`config.mk`:
```
export PLATFORM = sky130hd
export DESIGN_NAME = ctph_signature_stream_top
export DESIGN_NICKNAME = d
export VERILOG_FILES = /design/src/design/ctph_pkg.sv /design/src/design/ctph_roll.sv /design/src/design/ctph_div.sv /design/src/design/ctph_fnv.sv /design/src/design/ctph_signature_stream_top.sv
export SDC_FILE = /design/constraint.sdc
export NUM_CORES = 1
export LEC_CHECK = 0
export BUFFER_PORTS_ARGS = -buffer_cell sky130_fd_sc_hd__clkbuf_2
export CELL_PAD_IN_SITES_DETAIL_PLACEMENT = 1
export CELL_PAD_IN_SITES_GLOBAL_PLACEMENT = 2
export CORE_ASPECT_RATIO = 1.4
export CORE_MARGIN = 5
export CORE_UTILIZATION = 43
export DETAILED_ROUTE_END_ITERATION = 8
export MAX_ROUTING_LAYER = met4
export PLACE_DENSITY = 0.91
export SKIP_LAST_GASP = 1
export SLEW_MARGIN = 20
export SYNTH_ARGS = -nofsm -noshare
export SYNTH_HDL_FRONTEND = slang
export SYNTH_SLANG_ARGS = --single-unit
```
`constraint.sdc`:
```
create_clock -name clk -period 7.8 [get_ports clk]
set_input_delay 0.78 -clock clk [delete_from_list [all_inputs] [get_ports clk]]
set_output_delay 0.78 -clock clk [all_outputs]
set_load 0.005 [all_outputs]
```
`src/design/ctph_pkg.sv`:
```
`default_nettype none
package ctph_pkg;

	// Document byte and signature result as they travel on the channels
	typedef struct packed {
		logic [7:0] byte_value;
		logic       last_byte;
	} doc_item_t;

	typedef struct packed {
		logic [1:0] kind;
		logic [5:0] position;
		logic [6:0] char_code;
		logic       run_end;
	} sig_item_t;

	// Result kinds
	localparam logic [1:0] KIND_SIG1 = 2'd0;
	localparam logic [1:0] KIND_SIG2 = 2'd1;
	localparam logic [1:0] KIND_END  = 2'd2;

	// Register indexes (byte address bit 2)
	localparam logic REG_BLK_LEN = 1'b0;
	localparam logic REG_SKIP_WS = 1'b1;

	// Defaults for the top-level parameters
	localparam int WINDOW_LEN_DEF = 7;
	localparam int SIG_LEN_DEF    = 64;

	// Hash widths and constants
	localparam int          ROLL_W     = 32;
	localparam int          BS_W       = 31;
	localparam int          DIV_STEPS  = ROLL_W;
	localparam int          DIV_CNT_W  = $clog2(DIV_STEPS);
	localparam logic [31:0] FNV_MULT   = 32'h0100_0193;
	localparam logic [31:0] PIECE_INIT = 32'h2802_1967;
	localparam logic [30:0] BS_RESET   = 31'd3;

	// Control of the rolling window unit
	typedef struct packed {
		logic upd;    // shift the byte into the window sums
		logic fold;   // combine the sums into the rolling hash
		logic clear;  // end of document
	} ctph_roll_ctl_t;

	// Control of the piece hash unit
	typedef struct packed {
		logic start;
		logic init_a;
		logic init_b;
		logic clear;
	} ctph_fnv_ctl_t;

	// Status of the trigger divider
	typedef struct packed {
		logic busy;
		logic hit_a;
		logic hit_b;
	} ctph_div_st_t;

	// Base64 alphabet
	function automatic logic [6:0] b64_char(input logic [5:0] idx);
		logic [6:0] i7;
		i7 = {1'b0, idx};
		priority if (idx < 6'd26) begin
			return 7'h41 + i7;
		end else if (idx < 6'd52) begin
			return 7'h61 + i7 - 7'd26;
		end else if (idx < 6'd62) begin
			return 7'h30 + i7 - 7'd52;
		end else if (idx == 6'd62) begin
			return 7'h2B;
		end else begin
			return 7'h2F;
		end
	endfunction

endpackage
`default_nettype wire

```
`src/design/ctph_roll.sv`:
```
`default_nettype none
module ctph_roll import ctph_pkg::*; #(
	parameter int WINDOW_LEN = WINDOW_LEN_DEF
) (
	input  wire logic           clk,
	input  wire logic           arst_n,
	input  wire ctph_roll_ctl_t ctl,
	input  wire logic [7:0]     c,
	output logic [ROLL_W-1:0]   last_roll
);

	localparam int SLOT_W = $clog2(WINDOW_LEN);

	logic [7:0]        bytes_q [WINDOW_LEN];
	logic [SLOT_W-1:0] slot_q;
	logic [31:0]       window_sum_q;
	logic [31:0]       weighted_sum_q;
	logic [31:0]       shift_hash_q;
	logic [31:0]       last_roll_q;

	logic [7:0]        old_byte;
	logic [SLOT_W-1:0] slot_nxt;
	logic [31:0]       c32;

	// oldest byte leaves, new byte enters at the same slot
	assign old_byte = bytes_q[slot_q];
	assign slot_nxt = (slot_q == SLOT_W'(WINDOW_LEN - 1)) ? '0 : slot_q + 1'b1;
	assign c32      = {24'd0, c};

	always_ff @(posedge clk or negedge arst_n) begin
		if (!arst_n) begin
			for (int i = 0; i < WINDOW_LEN; i++) bytes_q[i] <= '0;
			slot_q         <= '0;
			window_sum_q   <= '0;
			weighted_sum_q <= '0;
			shift_hash_q   <= '0;
			last_roll_q    <= '0;
		end else if (ctl.clear) begin
			for (int i = 0; i < WINDOW_LEN; i++) bytes_q[i] <= '0;
			slot_q         <= '0;
			window_sum_q   <= '0;
			weighted_sum_q <= '0;
			shift_hash_q   <= '0;
			last_roll_q    <= '0;
		end else if (ctl.upd) begin
			bytes_q[slot_q] <= c;
			slot_q          <= slot_nxt;
			window_sum_q    <= window_sum_q + c32 - {24'd0, old_byte};
			weighted_sum_q  <= weighted_sum_q - window_sum_q + c32 * 32'(WINDOW_LEN);
			shift_hash_q    <= {shift_hash_q[26:0], 5'd0} ^ c32;
		end else if (ctl.fold) begin
			last_roll_q <= window_sum_q + weighted_sum_q + shift_hash_q;
		end
	end

	assign last_roll = last_roll_q;

endmodule
`default_nettype wire

```
`src/design/ctph_div.sv`:
```
`default_nettype none
module ctph_div import ctph_pkg::*; (
	input  wire logic              clk,
	input  wire logic              arst_n,
	input  wire logic              start,
	input  wire logic [ROLL_W-1:0] dividend,
	input  wire logic [BS_W-1:0]   divisor,
	output ctph_div_st_t           st
);

	// Restoring divider, one quotient bit per cycle. Only the remainder and
	// the quotient's low bit are kept: roll mod 2*bs hits 2*bs-1 exactly when
	// roll mod bs hits bs-1 and the quotient is odd.
	logic [ROLL_W-1:0]    quo_q;
	logic [BS_W-1:0]      rem_q;
	logic [DIV_CNT_W-1:0] cnt_q;
	logic                 busy_q;
	logic                 hit_a_q;
	logic                 hit_b_q;

	logic [BS_W:0]   trial;
	logic            ge;
	logic [BS_W-1:0] rem_nxt;

	assign trial   = {rem_q, quo_q[ROLL_W-1]};
	assign ge      = trial >= {1'b0, divisor};
	assign rem_nxt = ge ? BS_W'(trial - {1'b0, divisor}) : trial[BS_W-1:0];

	always_ff @(posedge clk or negedge arst_n) begin
		if (!arst_n) begin
			busy_q  <= 1'b0;
			cnt_q   <= '0;
			hit_a_q <= 1'b0;
			hit_b_q <= 1'b0;
		end else if (start) begin
			busy_q <= 1'b1;
			cnt_q  <= '0;
		end else if (busy_q) begin
			cnt_q <= cnt_q + 1'b1;
			if (cnt_q == DIV_CNT_W'(DIV_STEPS - 1)) begin
				busy_q  <= 1'b0;
				hit_a_q <= rem_nxt == BS_W'(divisor - 1'b1);
				hit_b_q <= (rem_nxt == BS_W'(divisor - 1'b1)) && ge;
			end
		end
	end

	// datapath shift registers
	always_ff @(posedge clk) begin
		if (start) begin
			quo_q <= dividend;
			rem_q <= '0;
		end else if (busy_q) begin
			quo_q <= {quo_q[ROLL_W-2:0], 1'b0};
			rem_q <= rem_nxt;
		end
	end

	assign st.busy  = busy_q;
	assign st.hit_a = hit_a_q;
	assign st.hit_b = hit_b_q;

endmodule
`default_nettype wire

```
`src/design/ctph_fnv.sv`:
```
`default_nettype none
module ctph_fnv import ctph_pkg::*; (
	input  wire logic          clk,
	input  wire logic          arst_n,
	input  wire ctph_fnv_ctl_t ctl,
	input  wire logic [7:0]    c,
	output logic [31:0]        hash_a,
	output logic [31:0]        hash_b,
	output logic               busy
);

	// Shift-and-add multiply by the FNV prime, one multiplier bit per
	// cycle, both piece hashes side by side.
	logic [31:0]          hash_a_q, hash_b_q;
	logic [31:0]          acc_a_q, acc_b_q;
	logic [31:0]          sh_a_q, sh_b_q;
	logic [DIV_CNT_W-1:0] cnt_q;
	logic                 busy_q;

	logic        mbit;
	logic [31:0] acc_a_nxt, acc_b_nxt;

	assign mbit      = FNV_MULT[cnt_q];
	assign acc_a_nxt = acc_a_q + (mbit ? sh_a_q : 32'd0);
	assign acc_b_nxt = acc_b_q + (mbit ? sh_b_q : 32'd0);

	always_ff @(posedge clk or negedge arst_n) begin
		if (!arst_n) begin
			hash_a_q <= PIECE_INIT;
			hash_b_q <= PIECE_INIT;
			busy_q   <= 1'b0;
			cnt_q    <= '0;
		end else if (ctl.clear) begin
			hash_a_q <= PIECE_INIT;
			hash_b_q <= PIECE_INIT;
		end else if (ctl.start) begin
			busy_q <= 1'b1;
			cnt_q  <= '0;
		end else if (busy_q) begin
			cnt_q <= cnt_q + 1'b1;
			if (cnt_q == DIV_CNT_W'(DIV_STEPS - 1)) begin
				busy_q   <= 1'b0;
				hash_a_q <= acc_a_nxt ^ {24'd0, c};
				hash_b_q <= acc_b_nxt ^ {24'd0, c};
			end
		end else begin
			if (ctl.init_a) hash_a_q <= PIECE_INIT;
			if (ctl.init_b) hash_b_q <= PIECE_INIT;
		end
	end

	// partial product registers
	always_ff @(posedge clk) begin
		if (ctl.start) begin
			acc_a_q <= '0;
			acc_b_q <= '0;
			sh_a_q  <= hash_a_q;
			sh_b_q  <= hash_b_q;
		end else if (busy_q) begin
			acc_a_q <= acc_a_nxt;
			acc_b_q <= acc_b_nxt;
			sh_a_q  <= {sh_a_q[30:0], 1'b0};
			sh_b_q  <= {sh_b_q[30:0], 1'b0};
		end
	end

	assign hash_a = hash_a_q;
	assign hash_b = hash_b_q;
	assign busy   = busy_q;

endmodule
`default_nettype wire

```
`src/design/ctph_signature_stream_top.sv`:
```
// Spamsum-style piecewise hash of a document byte stream. Each accepted
// item (one byte) not skipped as whitespace updates a window rolling hash
// and two FNV piece hashes; when the rolling hash modulo the block size (or
// twice the block size) hits its trigger, a base64 character is sent for
// the first (or second) signature, and the final byte of a document adds
// the closing characters and an end marker, the last result of each item
// flagged by run_end. One item is in work at a time: a hashed byte passes
// states UPD, ROLL, START and WAIT, where the 32-step serial divider finds
// the trigger remainder and the piece hash multiplies run bit-serially
// alongside, then gives one result per cycle when the output side takes
// them at once. A byte skipped as whitespace and not last is only accepted.
// Registers: block size at 0x0 (zero acts as one), skip_whitespace at 0x4;
// write them only while the block is idle.
`default_nettype none
module ctph_signature_stream_top import ctph_pkg::*; #(
	parameter int WINDOW_LEN = WINDOW_LEN_DEF,
	parameter int SIG_LEN    = SIG_LEN_DEF
) (
	input  wire logic        clk,
	input  wire logic        arst_n,
	// document bytes
	input  wire logic        doc_valid,
	output logic             doc_ready,
	input  wire doc_item_t   doc_item,
	// signature results
	output logic             sig_valid,
	input  wire logic        sig_ready,
	output sig_item_t        sig_item,
	// configuration
	input  wire logic        psel,
	input  wire logic        penable,
	input  wire logic        pwrite,
	input  wire logic [2:0]  paddr,
	input  wire logic [31:0] pwdata,
	output logic [31:0]      prdata,
	output logic             pready
);

	localparam int PA_W = $clog2(SIG_LEN);
	localparam int PB_W = $clog2(SIG_LEN / 2);

	// sequencer states
	localparam logic [2:0] S_IDLE  = 3'd0;
	localparam logic [2:0] S_UPD   = 3'd1;
	localparam logic [2:0] S_ROLL  = 3'd2;
	localparam logic [2:0] S_START = 3'd3;
	localparam logic [2:0] S_WAIT  = 3'd4;
	localparam logic [2:0] S_EMIT  = 3'd5;

	// pending result bits, in output order
	localparam int P_HIT_A   = 0;
	localparam int P_HIT_B   = 1;
	localparam int P_CLOSE_A = 2;
	localparam int P_CLOSE_B = 3;
	localparam int P_END     = 4;

	function automatic logic is_blank(input logic [7:0] b);
		return (b == 8'h20) || (b >= 8'h09 && b <= 8'h0D);
	endfunction

	logic [BS_W-1:0] blk_len_q;
	logic            skip_ws_q;
	logic [2:0]      state_q;
	logic [7:0]      byte_q;
	logic            last_q;
	logic [4:0]      pend_q;
	logic [PA_W-1:0] pos_a_q;
	logic [PB_W-1:0] pos_b_q;
	logic            sig_valid_q;
	sig_item_t       sig_item_q;

	logic            cfg_wr;
	logic [BS_W-1:0] bs_eff;
	logic            accept;
	logic            skip;
	logic            close_now;
	logic            close_run;
	logic [4:0]      pend_run;
	logic [4:0]      sel;
	logic [4:0]      pend_rest;
	logic            emit;
	logic            adv_a;
	logic            adv_b;
	sig_item_t       res_nxt;

	logic [ROLL_W-1:0] last_roll;
	logic [31:0]       hash_a;
	logic [31:0]       hash_b;
	logic              fnv_busy;
	ctph_roll_ctl_t    roll_ctl;
	ctph_fnv_ctl_t     fnv_ctl;
	ctph_div_st_t      div_st;

	// configuration registers
	assign pready = 1'b1;
	assign cfg_wr = psel && penable && pwrite;

	always_ff @(posedge clk or negedge arst_n) begin
		if (!arst_n) begin
			blk_len_q <= BS_RESET;
			skip_ws_q <= 1'b0;
		end else if (cfg_wr) begin
			unique case (paddr[2])
				REG_BLK_LEN: blk_len_q <= pwdata[BS_W-1:0];
				REG_SKIP_WS: skip_ws_q <= pwdata[0];
				default:     ;
			endcase
		end
	end

	always_comb begin
		unique case (paddr[2])
			REG_BLK_LEN: prdata = {1'b0, blk_len_q};
			REG_SKIP_WS: prdata = {31'd0, skip_ws_q};
			default:     prdata = '0;
		endcase
	end

	assign bs_eff = (blk_len_q == '0) ? BS_W'(1) : blk_len_q;

	// hashing units
	ctph_roll #(.WINDOW_LEN(WINDOW_LEN)) u_roll (
		.clk       (clk),
		.arst_n    (arst_n),
		.ctl       (roll_ctl),
		.c         (byte_q),
		.last_roll (last_roll)
	);

	ctph_div u_div (
		.clk      (clk),
		.arst_n   (arst_n),
		.start    (state_q == S_START),
		.dividend (last_roll),
		.divisor  (bs_eff),
		.st       (div_st)
	);

	ctph_fnv u_fnv (
		.clk    (clk),
		.arst_n (arst_n),
		.ctl    (fnv_ctl),
		.c      (byte_q),
		.hash_a (hash_a),
		.hash_b (hash_b),
		.busy   (fnv_busy)
	);

	// handshake and result planning
	assign doc_ready = (state_q == S_IDLE);
	assign accept    = doc_valid && doc_ready;
	assign skip      = skip_ws_q && is_blank(doc_item.byte_value);
	assign close_now = doc_item.last_byte && (last_roll != '0);
	assign close_run = last_q && (last_roll != '0);
	assign pend_run  = {last_q, close_run, close_run, div_st.hit_b, div_st.hit_a};

	assign sel       = pend_q & (~pend_q + 5'd1);
	assign pend_rest = pend_q & ~sel;
	assign emit      = (state_q == S_EMIT) && (!sig_valid_q || sig_ready);
	assign adv_a     = pos_a_q < PA_W'(SIG_LEN - 1);
	assign adv_b     = pos_b_q < PB_W'(SIG_LEN / 2 - 1);

	// unit control
	assign roll_ctl.upd   = (state_q == S_UPD);
	assign roll_ctl.fold  = (state_q == S_ROLL);
	assign roll_ctl.clear = emit && sel[P_END];
	assign fnv_ctl.start  = (state_q == S_START);
	assign fnv_ctl.init_a = emit && sel[P_HIT_A] && adv_a;
	assign fnv_ctl.init_b = emit && sel[P_HIT_B] && adv_b;
	assign fnv_ctl.clear  = emit && sel[P_END];

	// sequencer
	always_ff @(posedge clk or negedge arst_n) begin
		if (!arst_n) begin
			state_q <= S_IDLE;
			pend_q  <= '0;
			byte_q  <= '0;
			last_q  <= 1'b0;
		end else begin
			unique case (state_q)
				S_IDLE: begin
					if (accept) begin
						byte_q <= doc_item.byte_value;
						last_q <= doc_item.last_byte;
						if (!skip) begin
							state_q <= S_UPD;
						end else if (doc_item.last_byte) begin
							pend_q  <= {1'b1, close_now, close_now, 2'b00};
							state_q <= S_EMIT;
						end
					end
				end
				S_UPD:   state_q <= S_ROLL;
				S_ROLL:  state_q <= S_START;
				S_START: state_q <= S_WAIT;
				S_WAIT: begin
					if (!div_st.busy && !fnv_busy) begin
						pend_q  <= pend_run;
						state_q <= (pend_run != '0) ? S_EMIT : S_IDLE;
					end
				end
				S_EMIT: begin
					if (emit) begin
						pend_q <= pend_rest;
						if (pend_rest == '0) state_q <= S_IDLE;
					end
				end
				default: state_q <= S_IDLE;
			endcase
		end
	end

	// signature positions
	always_ff @(posedge clk or negedge arst_n) begin
		if (!arst_n) begin
			pos_a_q <= '0;
			pos_b_q <= '0;
		end else if (emit) begin
			if (sel[P_END]) begin
				pos_a_q <= '0;
				pos_b_q <= '0;
			end else if (sel[P_HIT_A] && adv_a) begin
				pos_a_q <= pos_a_q + 1'b1;
			end else if (sel[P_HIT_B] && adv_b) begin
				pos_b_q <= pos_b_q + 1'b1;
			end
		end
	end

	// next result item
	always_comb begin
		res_nxt.run_end = (pend_rest == '0);
		priority if (sel[P_HIT_A] || sel[P_CLOSE_A]) begin
			res_nxt.kind      = KIND_SIG1;
			res_nxt.position  = 6'(pos_a_q);
			res_nxt.char_code = b64_char(hash_a[5:0]);
		end else if (sel[P_HIT_B] || sel[P_CLOSE_B]) begin
			res_nxt.kind      = KIND_SIG2;
			res_nxt.position  = 6'(pos_b_q);
			res_nxt.char_code = b64_char(hash_b[5:0]);
		end else begin
			res_nxt.kind      = KIND_END;
			res_nxt.position  = '0;
			res_nxt.char_code = '0;
		end
	end

	// output register
	always_ff @(posedge clk or negedge arst_n) begin
		if (!arst_n) begin
			sig_valid_q <= 1'b0;
		end else if (emit) begin
			sig_valid_q <= 1'b1;
		end else if (sig_ready) begin
			sig_valid_q <= 1'b0;
		end
	end

	always_ff @(posedge clk) begin
		if (emit) sig_item_q <= res_nxt;
	end

	assign sig_valid = sig_valid_q;
	assign sig_item  = sig_item_q;

	// checks
	a_units_in_step: assert property (@(posedge clk) disable iff (!arst_n)
		div_st.busy == fnv_busy)
		else $error("divider and piece hash units out of step");

	a_run_continues: assert property (@(posedge clk) disable iff (!arst_n)
		emit && !res_nxt.run_end |=> state_q == S_EMIT && pend_q != '0)
		else $error("results of an item stopped before run_end");

	a_doc_restart: assert property (@(posedge clk) disable iff (!arst_n)
		emit && sel[P_END] |=> pos_a_q == '0 && pos_b_q == '0 && last_roll == '0)
		else $error("document state not cleared after end marker");

	a_no_emit_busy: assert property (@(posedge clk) disable iff (!arst_n)
		state_q == S_EMIT |-> !div_st.busy && pend_q != '0)
		else $error("result sequencing while divider is busy");

endmodule
`default_nettype wire
```
# --- Word level (Yosys, flattened, before mapping) ---
# Memories as Yosys holds them, arrays and structs flattened.
# Cells that the tools add are included.
totals:
  mem_count: 1
  in_bits: 51
  romBits: 32
  regBits: 533
mem_list:
  columns: ["name", "words", "word_bits", "rd", "rd_ports_with_merged_regs", "wr", "line", "rtl"]
  rows:
  - ["(no name shown)", 32, 1, 1, 0, 0, "ctph_fnv.sv:23", "assign mbit = FNV_MULT[cnt_q];"]
op_classes:
  bitwise_logic: 11
  n_reduce_logical: 52
  n_eq_ne: 23
  mux: 83
  n_mul: 1
  n_addsub: 26
  n_lt_le_gt_ge: 14
ops:
  columns: ["operator", "n"]
  rows:
  - ["$mux W32", 27]
  - ["$add A32 B32 Y32", 5]
  - ["$mux W56", 2]
  - ["$xor A32 B8 Y32", 3]
  - ["$pmux W32 S2", 1]
  - ["$mux W31", 2]
  - ["$mux W5", 12]
  - ["$bwmux W56", 1]
  - ["$mux W7", 6]
  - ["$mux W3", 12]
  - ["$add A32 B8 Y32", 1]
  - ["$ge A32 B31 Y1", 1]
  - ["$reduce_bool A32 Y1", 1]
  - ["$sub A32 B32 Y32", 1]
  - ["$sub A32 B8 Y32", 1]
  - ["$eq A31 B31 Y1", 1]
  - ["$logic_not A31 Y1", 1]
  - ["$sub A31 B1 Y31 const B", 1]
  - ["$sub A31 B31 Y31", 1]
  - ["$lt A6 B6 Y1 const B", 5]
  - ["$add A7 B6 Y7 const A", 4]
  - ["$bmux W8 S3", 1]
  - ["$demux W8 S3", 1]
  - ["$mux W8", 3]
  - ["other kinds (45)", 116]

# --- Depth between registers and ports, before layout ---
logic_depth:
  depth_word: 9
  mapped_depth: 26
  depth_no_buf: 26

# --- By module ---
# A second synthesis with hierarchy kept.
hier_totals:
  hier_cells: 4043
  hier_area_um2: 37586.0
by_module_without_submodules:
  columns: ["mod", "area_per_inst_um2", "instances", "cells_each", "seq_area_each_um2"]
  rows:
  - ["ctph_roll", 14337.5, 1, 1552, 4679.5]
  - ["ctph_fnv", 11758.8, 1, 1187, 4982.3]
  - ["ctph_div", 6854.1, 1, 841, 1781.7]
  - ["ctph_signature_stream_top", 4635.7, 1, 463, 2009.4]

# --- Least setup slack after synthesis ---
# OpenSTA, ideal clock, no wires.
synth_timing:
  path_type: "register -> register"
  start: "register byte_q[0]"
  end: "register u_roll.weighted_sum_q[30]"
  t_required_ps: 7667
  path_slack_ps: 2539
  setup_ps: 133
  path_stages_with_launch: 27
  n_path_buf: 0
  synth_period_minus_slack_ps: 5261
  t_arrival_ps: 5128
  cell_sequence: "dfrtp_1 -> fa_1 -> ha_1 -> inv_1 -> fa_1 -> inv_1 -> a21oi_1 -> o21ai_0 -> a21o_1 -> a21o_1 -> nor2b_1 -> o21ai_0 -> nand2b_1 -> fa_1 -> ha_1 -> a21oi_1 -> o21ai_0 -> a21oi_1 -> o211ai_1 -> nand3_1 -> o211ai_1 -> o41a_1 -> a41o_1 -> o41a_1 -> a21oi_1 -> xor2_1 -> o21ai_0"
synth_via:
  elab_chain_len: 4
synth_lines:
  columns: ["element", "line", "rtl"]
  rows:
  - ["start, declared", "ctph_signature_stream_top.sv:64", "logic [7:0] byte_q;"]
  - ["start signal, assigned", "ctph_signature_stream_top.sv:183", "byte_q <= doc_item.byte_value;"]
  - ["$mul A8 B3 Y11", "ctph_roll.sv:49", "weighted_sum_q <= weighted_sum_q - window_sum_q + c32 * 32'(WINDOW_LEN);"]
  - ["$add A32 B32 Y32", "ctph_roll.sv:49", null]
  - ["$mux W32", "ctph_roll.sv:45", "end else if (ctl.upd) begin"]
  - ["$mux W32", "ctph_roll.sv:38", "end else if (ctl.clear) begin"]
  - ["end signal, assigned", "ctph_roll.sv:49", null]
  - ["end, declared", "ctph_roll.sv:17", "logic [31:0] weighted_sum_q;"]
# Every way passes these cells. The select of a mux whose other input is x is not followed.
# A chain may end at the register's enable or synchronous reset.

# --- Worst setup path in the final report ---
layout_timing:
  start: "register blk_len_q[13]"
  end: "register u_div.hit_b_q"
layout_via:
  elab_chain_len: 6
  word_cells_on_any_way: 8
  cone_classes: "add/sub: 2; order compare: 1; eq/ne: 1; mux: 2; reduce/logical: 2"
layout_lines:
  columns: ["element", "line", "rtl"]
  rows:
  - ["start, declared", "ctph_signature_stream_top.sv:61", "logic [BS_W-1:0] blk_len_q;"]
  - ["start signal, assigned", "ctph_signature_stream_top.sv:104", "REG_BLK_LEN: blk_len_q <= pwdata[BS_W-1:0];"]
  - ["$logic_not A31 Y1", "ctph_signature_stream_top.sv:119", "assign bs_eff = (blk_len_q == '0) ? BS_W'(1) : blk_len_q;"]
  - ["$mux W31 (*)", "ctph_signature_stream_top.sv:119", null]
  - ["$sub A31 B31 Y31 / $ge A32 B31 Y1 (equally long branches)", "ctph_div.sv:27, ctph_div.sv:26", null]
  - ["$mux W31", "ctph_div.sv:27", "assign rem_nxt = ge ? BS_W'(trial - {1'b0, divisor}) : trial[BS_W-1:0];"]
  - ["$eq A31 B31 Y1", "ctph_div.sv:43", "hit_b_q <= (rem_nxt == BS_W'(divisor - 1'b1)) && ge;"]
  - ["$logic_and A1 B1 Y1 (*)", "ctph_div.sv:43", null]
  - ["end signal, assigned", "ctph_div.sv:43", null]
  - ["end, declared", "ctph_div.sv:19", "logic hit_b_q;"]
# Every way passes the cells marked *; elsewhere a longest branch is shown, timed or not.

==> impl_metrics.toml <==
[setup_path]
critPathMaxFanout = 21
cp-end-kind = "flip-flop"
crit_required_ns = 8.30
reg2reg_from = "blk_len_q[13]"
path_common_cell = "nor4_1"
reg2reg_setup_slack_ns = 1.32
crit_arrival_ns = 6.98
crit_path_start = "blk_len_q[13]"
crit_path_start_kind = "flip-flop"
crit_chain = "nor4_2 -> and3_1 -> a31oi_1 -> inv_1 -> ha_1 -> fa_1 -> nand2b_1 -> a211oi_2 -> o21ai_2 -> a2111o_1 -> nand3_1 -> buf_4 -> nor4_1 -> o2111ai_1 -> nor4_1 -> nand4_1 -> nor4_1 -> nand4_1 -> o21ai_1"
criticalPathCategory = "flip-flop to flip-flop"
crit_path_max_incr_delay_ns = 0.80
cp_slowest_cell = "nand3_1"

[cts]
root_buffer = "clkbuf_16"
cts_resized = 0
clock_latency_ns = 0.58
htree_levels = 2
postCtsSetupBuffers = 0
clkSinkCount = 377
cts_buffers = 42
cts_hold_buffers = 0
cts_max_path_buffers = 3
cts_tree = "done"
clk_pin_slew_ns = 0.06

[sta]
min_period_over_period = 0.831
rsz0062_at_grt = "no"
drv_slew = 0
setup_tns_ns = 0
relSlewSlack = 0.275
finalSetupViolations = 0
finalClockSkew_ns = 0.0167
hold_viol_final = 0
timing.final.crit_period_ns = 6.48
tightest_slew_ns = 1.09
fmax_mhz = 154

[placement]
io_buffers = 96
place_hpwl_mm = 60.3
routabilityCongestion = 0.954

[routing]
vias = 22400
first_pass_iters = 5
drtAntennaViolNets = 0
drc = 0
wl_per_cell_um = 20.6
drt_iter0_markers = 1290
vias_per_cell = 5.80
wl_mm = 79.6

[synth]
ys_seq_elements = 377
synth_cells = 2986
yosys_warnings = 0
synth_top_family_by_area = "compound AO/OA/AOI/OAI gates"
yosys.area.top_type = "dfrtp_1"
synth_compound_area_frac = 0.187
synth-edff-count = 60
syn_nets = 3282
synthSimpleGateAreaFrac = 0.171
synthMuxAreaShare = 0.0384
synth_xor_area_frac = 0.0679
synth_seq_area_share = 0.358
ys_top_cells_by_count = "nand2_1 (379), dfrtp_1 (264), o21ai_0 (254)"
synth.most_common_cell = "nand2_1"
async_flop_share = 0.727
yosys.cell_types.count = 96
syn_avg_cell_area_um2 = 8.93
yosys-top-cells-area = "dfrtp_1 (25%), ha_1 (8.6%), edfxtp_1 (6.8%)"
synth_top_flop_cell = "dfrtp_1"
synth_fa_ha_area_frac = 0.133
netlist.area_leader.share = 0.248
synth_area_mm2 = 0.0267

[layout]
synthToLayoutAreaGrowth_pct = 9.63
drive_gt1_frac = 0.0954
fillCellCount = 7220
layout.nets = 3302
diodes = 0

[global_route]
antenna_found_initial = 0
grt_pass1_wl_mm = 130
grt_pass1_vias = 24500
grt_use_total = 0.243
grt_max_degree = 155
grt_remaining_overflow = 0

[min_path]
hp-class = "input port to asynchronous set/reset pin"

[floorplanning]
ios = 102
fp-row-count = 108
start_util = 0.432
die_w_um = 220
die_y_um = 305
core_area_mm2 = 0.0618
dieArea_mm2 = 0.0671

[status]
outcome = "completed"

[run]
maxCapViolations = 0
[layout by cell type, fill, tap and decap left out, types with 47 or more instances in the layout]
master / instances
nor2_1: 208
ha_1: 183
nand3_1: 116
nand2_1: 379
dfrtp_1: 263
xnor2_1: 146
mux2i_1: 47
o21ai_0: 254
edfxtp_1: 60
clkbuf_2: 95
inv_1: 154
xor2_1: 58
a21o_1: 55
fa_1: 62
a21oi_1: 169
[cell type report]
cell class,instances,area (um2),share of cell area
Multi-Input combinational cell,2304,16000,0.547
Sequential cell,377,9530,0.326
Tap cell,825,1030,0.0353
Timing Repair Buffer,124,733,0.0251
Clock inverter,20,155,0.00531
Clock buffer,58,1180,0.0405
Inverter,157,589,0.0202
[per-layer routing]
metal	GRT usage	wire length, um	part of all wire	up-vias
met5	-	0	0	-
met3	0.0255	2330	0.029	193
met2	0.429	41300	0.52	383
met1	0.279	32100	0.40	11200
met4	0.104	3830	0.048	0
li1	-	-	-	10700
[worst paths after layout]
path / to / cells past startpoint
worst max-delay path: u_div.hit_b_q / 19
worst min-delay path: u_fnv.hash_a[3] / 1
worst max register to register: u_div.hit_b_q / 19
worst min register to register: u_div.rem_q[15] / 2
max in group asynchronous: u_div.busy_q / 2
min in group clk: blk_len_q[29] / 2
[logic make-up (layout without fill, tap and decap cells)]
logic type | after synthesis | in the layout
xor gates and xnor gates | 205 | 205
other | 2 | 2
adders and majority gates | 246 | 246
DFF | 377 | 377
AOI/OAI and AO/OA | 783 | 783
and+or+nand+nor | 974 | 974
buffers and inverters | 305 | 359
muxes | 94 | 94
[registers in the layout, indices dropped and copies added, names as in the netlist, 5 cells and up]
signal / cells
pos_a_q: 6
u_fnv.hash_a: 6
pos_b_q: 5
u_fnv.sh_b_q: 6
u_fnv.hash_b: 6
u_fnv.acc_b_q: 6
u_roll.shift_hash_q: 32
u_roll.last_roll: 32
u_roll.window_sum_q: 32
u_fnv.sh_a_q: 6
u_div.rem_q: 31
u_fnv.cnt_q: 5
u_div.quo_q: 32
u_roll.weighted_sum_q: 32
sig_item: 16
u_div.cnt_q: 5
blk_len_q: 31
byte_q: 8
u_roll.bytes_q: 56
u_fnv.acc_a_q: 6
pend_q: 5
[per-stage QoR]
stage               cells  worst slack, ns  instance area (um2)  utilization  hold slack (ns)
finish               3865             1.32                29200        0.473           0.0861
global route         3865            0.882                29200        0.473           0.0914
CTS                  3864             1.33                29200        0.473            0.339
detailed placement   3786             1.39                27800        0.451            0.484
global placement     3786             1.51                27800        0.451            0.479
floorplan            2986             2.54                26700            -            0.461
[worst max-delay path, delay by kind of cell (launching register included)]
family / cells / cell delay, ns
flops: 1 / 0.46
fa+ha+maj: 2 / 0.41
simple gates: 9 / 3.44
compound gates: 6 / 1.44
buf+inv: 2 / 0.64
Power is left out: the tool's default activity adds up to more than one toggle a clock period on the data nets, which glitch-free logic cannot reach.
